==> config.mk <==
export PLATFORM = sky130hd
export DESIGN_NAME = lbm_front
export DESIGN_NICKNAME = d
export VERILOG_FILES = /design/src/hw/rtl/lbm_pkg.sv /design/src/hw/rtl/lbm_front.sv
export SDC_FILE = /design/constraint.sdc
export NUM_CORES = 2
export LEC_CHECK = 0
export ABC_AREA = 1
export BUFFER_PORTS_ARGS = -buffer_cell sky130_fd_sc_hd__clkbuf_2
export CORE_UTILIZATION = 60
export CTS_CLUSTER_SIZE = 20
export DETAILED_ROUTE_END_ITERATION = 16
export PLACE_DENSITY = 0.82
export SYNTH_ARGS = -nofsm -noshare
export SYNTH_HDL_FRONTEND = slang
export SYNTH_SLANG_ARGS = --single-unit
==> constraint.sdc <==
create_clock -name clk -period 10.9 [get_ports clk]
set_clock_uncertainty 0.1 [all_clocks]
set_input_delay 2.725 -clock clk [delete_from_list [all_inputs] [get_ports clk]]
set_output_delay 2.725 -clock clk [all_outputs]
set_load 0.01 [all_outputs]
==> src/hw/rtl/lbm_pkg.sv <==
// ----------------------------------------------------------------------------
// lbm_pkg
// Shared types, constants and helpers for the D2Q9 cell collision pipeline.
// ----------------------------------------------------------------------------
package lbm_pkg;

    // fixed point format and item layout
    localparam int FRAC_BITS  = 28;
    localparam int NDIR       = 9;
    localparam int DIST_W     = 32;
    localparam int IN_DATA_W  = 304;
    localparam int OUT_DATA_W = 288;
    localparam int IN_F_LSB   = 14;
    localparam int VEL_W      = FRAC_BITS + 1;
    localparam int DIV_STEPS  = FRAC_BITS;
    localparam int CFG_IDX_W  = 3;
    localparam int CFG_DATA_W = 32;

    localparam logic [FRAC_BITS:0]   ONE      = (FRAC_BITS+1)'(1) << FRAC_BITS;
    localparam logic [FRAC_BITS-1:0] VEL_HALF = FRAC_BITS'(1) << (FRAC_BITS - 1);

    // lattice weights, rounded to nearest
    localparam longint ONE_L  = longint'(1) << FRAC_BITS;
    localparam logic [27:0] W_REST = 28'((8 * ONE_L + 9) / 18);
    localparam logic [27:0] W_AXIS = 28'((2 * ONE_L + 9) / 18);
    localparam logic [27:0] W_DIAG = 28'((2 * ONE_L + 36) / 72);

    localparam logic signed [71:0] S32_MAX = 72'sd2147483647;
    localparam logic signed [71:0] S32_MIN = -72'sd2147483648;

    // cell kinds
    localparam logic [1:0] KIND_FLUID = 2'd0;
    localparam logic [1:0] KIND_FAN   = 2'd1;
    localparam logic [1:0] KIND_OBST  = 2'd2;

    // register indexes
    localparam logic [CFG_IDX_W-1:0] CFG_RELAX  = 3'd0;
    localparam logic [CFG_IDX_W-1:0] CFG_FAN    = 3'd1;
    localparam logic [CFG_IDX_W-1:0] CFG_OBST_X = 3'd2;
    localparam logic [CFG_IDX_W-1:0] CFG_OBST_Y = 3'd3;
    localparam logic [CFG_IDX_W-1:0] CFG_RADIUS = 3'd4;

    typedef logic [NDIR-1:0][DIST_W-1:0] dvec_t;

    typedef struct packed {
        logic [29:0]       relax_rate;
        logic signed [28:0] fan_velocity;
        logic [7:0]        obstacle_x;
        logic [5:0]        obstacle_y;
        logic [6:0]        obstacle_radius;
    } cfg_t;

    // item travelling through the divider
    typedef struct packed {
        dvec_t                f;
        logic [31:0]          rho;
        logic [1:0]           kind;
        logic                 use_div;
        logic                 neg_x;
        logic                 neg_y;
        logic                 ovf_x;
        logic                 ovf_y;
        logic [30:0]          rem_x;
        logic [30:0]          rem_y;
        logic [FRAC_BITS-1:0] q_x;
        logic [FRAC_BITS-1:0] q_y;
    } div_item_t;

    // item handed to the relaxation stages
    typedef struct packed {
        dvec_t      f;
        dvec_t      feq;
        logic [1:0] kind;
    } rel_item_t;

    // clamp to the signed 32-bit range
    function automatic logic [31:0] sat32(input logic signed [71:0] v);
        logic [31:0] r;
        if (v > S32_MAX)
            r = 32'h7FFF_FFFF;
        else if (v < S32_MIN)
            r = 32'h8000_0000;
        else
            r = v[31:0];
        return r;
    endfunction

endpackage

==> src/hw/rtl/lbm_front.sv <==
// ----------------------------------------------------------------------------
// lbm_front
// Unpacks a cell, forms density and momentum, classifies the cell and
// prepares the two velocity divisions.  Three register stages.
// ----------------------------------------------------------------------------
module lbm_front (
    input  logic                        clk,
    input  logic                        rst_n,
    input  logic                        en,
    input  logic                        in_valid,
    input  logic [lbm_pkg::IN_DATA_W-1:0] in_data,
    input  lbm_pkg::cfg_t               cfg,
    output logic                        out_valid,
    output lbm_pkg::div_item_t          out_item
);

    // stage 1: unpack, obstacle distance terms
    logic               s1_valid_reg;
    logic [7:0]         s1_x_reg;
    lbm_pkg::dvec_t     s1_f_reg;
    logic [15:0]        s1_dx2_reg;
    logic [11:0]        s1_dy2_reg;
    logic               s1_dxz_reg;
    logic               s1_sym_reg;

    logic [7:0]         cx;
    logic [5:0]         cy;
    logic signed [8:0]  dx;
    logic signed [6:0]  dy;
    logic signed [17:0] dx2_full;
    logic signed [13:0] dy2_full;
    logic [7:0]         sym_row;
    lbm_pkg::dvec_t     f_in;

    always_comb
    begin
        cx       = in_data[7:0];
        cy       = in_data[13:8];
        dx       = {1'b0, cx} - {1'b0, cfg.obstacle_x};
        dy       = {1'b0, cy} - {1'b0, cfg.obstacle_y};
        dx2_full = dx * dx;
        dy2_full = dy * dy;
        sym_row  = {2'b0, cfg.obstacle_y} + {1'b0, cfg.obstacle_radius} + 8'd1;
        for (int i = 0; i < lbm_pkg::NDIR; i++)
        begin
            f_in[i] = in_data[lbm_pkg::IN_F_LSB + lbm_pkg::DIST_W*i +: lbm_pkg::DIST_W];
        end
    end

    always_ff @(posedge clk or negedge rst_n)
    begin
        if (!rst_n)
            s1_valid_reg <= 1'b0;
        else if (en)
            s1_valid_reg <= in_valid;
    end

    always_ff @(posedge clk)
    begin
        if (en)
        begin
            s1_x_reg   <= cx;
            s1_f_reg   <= f_in;
            s1_dx2_reg <= dx2_full[15:0];
            s1_dy2_reg <= dy2_full[11:0];
            s1_dxz_reg <= (dx == 9'sd0);
            s1_sym_reg <= ({2'b0, cy} == sym_row);
        end
    end

    // stage 2: moment sums and cell kind
    logic           s2_valid_reg;
    lbm_pkg::dvec_t s2_f_reg;
    logic [31:0]    s2_rho_reg;
    logic [31:0]    s2_jx_reg;
    logic [31:0]    s2_jy_reg;
    logic [1:0]     s2_kind_reg;

    logic signed [35:0] fe [lbm_pkg::NDIR];
    logic signed [35:0] rho_sum;
    logic signed [35:0] jx_sum;
    logic signed [35:0] jy_sum;
    logic signed [71:0] rho_w;
    logic signed [71:0] jx_w;
    logic signed [71:0] jy_w;
    logic signed [31:0] f_s;
    logic [13:0]        r2;
    logic [16:0]        dist2;
    logic [1:0]         kind;

    always_comb
    begin
        for (int i = 0; i < lbm_pkg::NDIR; i++)
        begin
            f_s   = s1_f_reg[i];
            fe[i] = f_s;
        end
        rho_sum = fe[0] + fe[1] + fe[2] + fe[3] + fe[4] + fe[5] + fe[6] + fe[7] + fe[8];
        jx_sum  = fe[1] - fe[3] + fe[5] - fe[6] - fe[7] + fe[8];
        jy_sum  = fe[2] - fe[4] + fe[5] + fe[6] - fe[7] - fe[8];
        rho_w   = rho_sum;
        jx_w    = jx_sum;
        jy_w    = jy_sum;
        r2      = 14'(cfg.obstacle_radius) * 14'(cfg.obstacle_radius);
        dist2   = 17'(s1_dx2_reg) + 17'(s1_dy2_reg);
        if (s1_x_reg == 8'd0)
            kind = lbm_pkg::KIND_FAN;
        else if ((dist2 <= 17'(r2)) || (s1_dxz_reg && s1_sym_reg))
            kind = lbm_pkg::KIND_OBST;
        else
            kind = lbm_pkg::KIND_FLUID;
    end

    always_ff @(posedge clk or negedge rst_n)
    begin
        if (!rst_n)
            s2_valid_reg <= 1'b0;
        else if (en)
            s2_valid_reg <= s1_valid_reg;
    end

    always_ff @(posedge clk)
    begin
        if (en)
        begin
            s2_f_reg    <= s1_f_reg;
            s2_rho_reg  <= lbm_pkg::sat32(rho_w);
            s2_jx_reg   <= lbm_pkg::sat32(jx_w);
            s2_jy_reg   <= lbm_pkg::sat32(jy_w);
            s2_kind_reg <= kind;
        end
    end

    // stage 3: magnitudes, signs and overflow flags for the divider
    logic                s3_valid_reg;
    lbm_pkg::div_item_t  s3_item_reg;
    lbm_pkg::div_item_t  s3_next;
    logic [31:0]         ajx;
    logic [31:0]         ajy;

    always_comb
    begin
        ajx = s2_jx_reg[31] ? (~s2_jx_reg + 32'd1) : s2_jx_reg;
        ajy = s2_jy_reg[31] ? (~s2_jy_reg + 32'd1) : s2_jy_reg;
        s3_next.f       = s2_f_reg;
        s3_next.rho     = s2_rho_reg;
        s3_next.kind    = s2_kind_reg;
        s3_next.use_div = (s2_kind_reg == lbm_pkg::KIND_FLUID) && !s2_rho_reg[31]
                          && (s2_rho_reg != 32'd0);
        s3_next.neg_x   = s2_jx_reg[31];
        s3_next.neg_y   = s2_jy_reg[31];
        s3_next.ovf_x   = (ajx >= s2_rho_reg);
        s3_next.ovf_y   = (ajy >= s2_rho_reg);
        s3_next.rem_x   = ajx[30:0];
        s3_next.rem_y   = ajy[30:0];
        s3_next.q_x     = '0;
        s3_next.q_y     = '0;
    end

    always_ff @(posedge clk or negedge rst_n)
    begin
        if (!rst_n)
            s3_valid_reg <= 1'b0;
        else if (en)
            s3_valid_reg <= s2_valid_reg;
    end

    always_ff @(posedge clk)
    begin
        if (en)
            s3_item_reg <= s3_next;
    end

    assign out_valid = s3_valid_reg;
    assign out_item  = s3_item_reg;

endmodule

## Word level (Yosys, flattened, before mapping)

Index checks and enable logic that the tools add are counted.
W data, S select, Z words.

| operators by class | value |
|---|---|
| add/sub/neg operators | 25 |
| multipliers | 3 |
| order comparisons | 9 |
| equal/unequal tests | 1 |
| mux-type cells | 6 |
| bitwise gates (word level) | 2 |
| reductions and logical operators | 9 |

Operators by type and width:

| cell | number |
|---|---|
| $add A36 B32 Y36 | 5 |
| $mux W32 | 5 |
| $gt A36 B32 Y1 const B | 3 |
| $lt A36 B32 Y1 const B | 3 |
| $add A33 B32 Y34 | 3 |
| $sub A35 B32 Y36 | 2 |
| $add A34 B32 Y35 | 2 |
| $sub A32 B32 Y33 | 2 |
| $add A32 B1 Y32 const B | 2 |
| $ge A32 B32 Y1 | 2 |
| $not A32 Y32 | 2 |
| $add A35 B32 Y36 | 1 |
| $sub A36 B32 Y36 | 1 |
| $sub A34 B32 Y35 | 1 |
| $add A32 B32 Y33 | 1 |
| $reduce_bool A32 Y1 | 1 |
| $add A16 B12 Y17 | 1 |
| $le A17 B14 Y1 | 1 |
| $mul A9 B9 Y16 | 1 |
| $mul A7 B7 Y14 | 1 |
| $mul A7 B7 Y12 | 1 |
| $logic_not A9 Y1 | 1 |
| $sub A8 B8 Y9 | 1 |
| $add A6 B7 Y8 | 1 |
| 9 further kinds | 11 |

| word-level totals | value |
|---|---|
| register bits | 1104 |
| logic and storage cells | 103 |

## Logic depth before layout (Yosys ltp)

| depth | value |
|---|---|
| word-level depth | 10 |
| depth in mapped cells | 35 |
| depth with buffers taken out | 34 |

## Worst setup path after synthesis

Ideal clock, no wire load.

| timing | value |
|---|---|
| kind | input to register |
| from | in in_data[0] (netlist bit) |
| to | reg s1_dx2_reg[15] (data pin) |
| data arrival time | 8.218 ns |
| required time | 10.548 ns |
| slack | 2.330 ns |
| stages | 32 |
| buffers on the path | 0 |
| cell sequence | inv_1 > ha_1 > inv_1 > fa_1 > nand2_1 > nand3_1 > o21a_1 > nand2_1 > nand2_1 > xor2_1 > inv_1 > nor2_1 > inv_1 > fa_1 > fa_1 > inv_1 > fa_1 > fa_1 > inv_1 > fa_1 > inv_1 > ha_1 > nand3_1 > nand3_1 > a31oi_1 > o21ai_0 > a21oi_1 > nor2_1 > nor2_1 > inv_1 > nand2_1 > nand2_1 |

| on the way | value |
|---|---|
| cells in the longest elaborated chain, start to end | 2 |

RTL lines:

| element | line | source |
|---|---|---|
| start, declared | lbm_front.sv:11 | `input logic [lbm_pkg::IN_DATA_W-1:0] in_data,` |
| $sub A8 B8 Y9 | lbm_front.sv:39 | `dx = {1'b0, cx} - {1'b0, cfg.obstacle_x};` |
| $mul A9 B9 Y16 | lbm_front.sv:41 | `dx2_full = dx * dx;` |
| via dx2_full[15] | lbm_front.sv:30 | `logic signed [17:0] dx2_full;` |
| end signal, assigned | lbm_front.sv:64 | `s1_dx2_reg <= dx2_full[15:0];` |
| end, declared | lbm_front.sv:21 | `logic [15:0] s1_dx2_reg;` |

The timed path passes the listed nets, and every way through them passes these cells.
A chain may end at the register's enable or synchronous reset.

## Final worst setup path

Ends and elaborated chain as after synthesis.

==> impl_metrics.csv <==
group,metric,value,unit
logic_synthesis,yosys_warnings,0,
routing,vias_per_cell,5.37,
grt,grt_use_total,0.317,
die,fp.coreArea,104000,sq um
grt,top_usage_layer,"met2",
routing,initialDrtViolationCount,3644,
routing,drtPass1Iterations,8,
setup_path,rr_worst_depth,20,
clock_tree,clkLatencyLatePin,0.71,ns
grt,grt_max_degree,202,
setup_path,slowest_stage,"fa_1",
clock_tree,cts_max_level,3,
setup_path,rr_startpoint,"fe[54]",
die,die-area,107000,sq um
setup_path,start_kind,"input port",
setup_path,critPathTopFamily,"adder cells",
die,rows,118,
hold_path,worstHoldPathCells,0,
status,status,"completed",
logic_synthesis,synthCells,5222,
place,portBuffers,716,
grt,met2_usage,0.571,
grt,grt.met1_usage,0.373,
setup_path,regToRegSetupSlack,4.10,ns
logic_synthesis,synth_edf_count,1099,
timing,min_period,8.55,ns
logic_synthesis,ys.flop_type,"edfxtp_1",
routing,vias,40300,
clock_tree,cts_hold_buf,0,
clock_tree,cts-root-buf,"clkbuf_16",
job,cap_violations,0,
finish,layout-drive-gt1-share,0.160,
place,pre_cts_ws,1.73,ns
grt,grt_overflow_total,0,
timing,setup_viol,0,
setup_path,crit_arrival,8.92,ns
timing,grt_setup_unrepaired,"no",
finish,largest_register_ff_count,389,
clock_tree,cts_tree,"done",
clock_tree,clock-sinks,1102,
setup_path,required,11.27,ns
finish,final_nets,7293,
timing,clock.fmax,0.117,GHz
hold_path,whs_endpoint,"out_item[295]",
routing,wl_per_cell,22.4,microns
logic_synthesis,synth.distinct_cells,55,
setup_path,rr_endpoint,"s2_rho_reg[16]",
finish,area_growth_syn_to_layout,13.5,%
logic_synthesis,avgSynthCellArea,12.1,sq um
finish,final_cell_mix,"inv_1 (1154), edfxtp_1 (1099), nand2_1 (940), clkbuf_2 (715), fa_1 (585)",
routing,ant_nets,0,
timing,slew_headroom,0.229,
finish,ff_latch_area,33100,sq um
grt,gr-usage-met3,0.0500,
setup_path,cp-end-kind,"flip-flop",
logic_synthesis,ys_seq_area_frac,0.523,
timing,min_period_over_period,0.785,
setup_path,critical_path_buf_inv_count,8,
timing,fin_setup_tns,0,ns
place,gp_congestion,0.974,
clock_tree,clockBufferDepth,3,
finish,fill_cells,7178,
timing,fin_ws,2.35,ns
logic_synthesis,synthArstFlopShare,0.00272,
routing,wirelength,168000,microns
finish,utilization,0.690,
clock_tree,post_cts_resized,0,
place,hpwl,134000,microns
setup_path,startpoint,"in_data[0]",
die,dieWidth,327,microns
logic_synthesis,synth_area,63300,sq um
grt,grt_pass1_wl,248000,microns
timing,final_max_slew_viol_count,0,
hold_path,hold_path_startpoint,"s2_f_reg[138]",
logic_synthesis,ys_ff_latch,1102,
die,ioPinCount,834,
clock_tree,path_clk_slew,0.07,ns
setup_path,slowest_delay,0.49,ns
timing,worst_pin_slew,1.16,ns
finish,multi_input_comb_area,25300,sq um
hold_path,hold_class,"flip-flop to flip-flop",
die,die_h,327,microns
routing,drc_errors,0,
die,start_util,0.608,
setup_path,worstPathMaxFanout,11,
timing,hold_viol,0,
clock_tree,cts_inserted_buffers,108,
setup_path,crit_type,"input port to flip-flop",
clock_tree,post_cts.repair.setup_buffers,0,
finish,layout_commonest_cell,"inv_1",
grt,antenna_found_initial,11,
grt,grt_pass1_vias,41900,
[layer usage]
metal / part of all wire / vias up / wire, microns
li1: - / 18200 / -
met1: 0.36 / 19900 / 60100
met2: 0.52 / 1876 / 87900
met3: 0.072 / 387 / 12000
met4: 0.047 / 4 / 7950
met5: 0.00016 / - / 27
[per-stage QoR]
step                cell area (sq um)  hold WS (ns)  cells
floorplan                       63500         0.300   5277
global placement                68200         0.300   7295
global route                    71800         0.314   7507
finish                          71800         0.308   7507
detailed placement              68200         0.305   7295
CTS                             71800         0.312   7499
[cell families after synthesis]
group / after synthesis / synth area share
muxes: 2 / 0.000356
other: 1 / 0.0000593
xor gates and xnor gates: 205 / 0.0285
AOI/OAI and AO/OA: 306 / 0.0274
and+or+nand+nor: 1468 / 0.0971
DFF: 1102 / 0.523
adders and majority gates: 880 / 0.244
buffers and inverters: 1258 / 0.0802
[layout make-up]
type                       instances  area share
antenna                            8    0.000279
clock buffer                     127      0.0389
clock inverter                    77      0.0105
inverter                        1167      0.0610
multi-input combinational       2917       0.353
sequential                      1102       0.461
tap                             1380      0.0241
timing repair buffer             729      0.0519
[cell usage after synthesis (8+ instances only)]
cell / count / share of area
a31oi_1: 10 / 0.00099
edfxtp_1: 1099 / 0.52
clkbuf_1: 15 / 0.00089
nand3_2: 9 / 0.0014
nand2_2: 23 / 0.0023
nand2_1: 940 / 0.056
inv_2: 11 / 0.00065
nand4_1: 35 / 0.0035
nand3b_1: 8 / 0.00095
a21oi_1: 175 / 0.014
fa_1: 585 / 0.19
a21o_1: 8 / 0.00095
ha_1: 295 / 0.058
nand3_1: 97 / 0.0077
o21ai_0: 53 / 0.0042
o21bai_1: 23 / 0.0027
nor2_1: 250 / 0.015
xnor2_1: 63 / 0.0087
nor3_1: 36 / 0.0028
inv_1: 1154 / 0.068
o211ai_1: 8 / 0.00095
xor2_1: 141 / 0.020
nor4_1: 26 / 0.0026
buf_4: 56 / 0.0066
nor2_2: 15 / 0.0015
buf_6: 18 / 0.0032
[worst max path at each step]
stage                                end  slack (ns)  depth (start not counted)
after global routing      s1_dx2_reg[15]        2.01                         34
after detailed placement  s1_dx2_reg[15]        1.73                         31
after floorplan           s1_dx2_reg[15]        2.33                         32
final                     s1_dx2_reg[15]        2.35                         31
after global placement    s1_dx2_reg[15]        1.81                         31
after CTS                 s1_dx2_reg[15]        2.38                         31
Power is left out: the tool's default activity adds up to more than one toggle a clock period on the data nets, which glitch-free logic cannot reach.
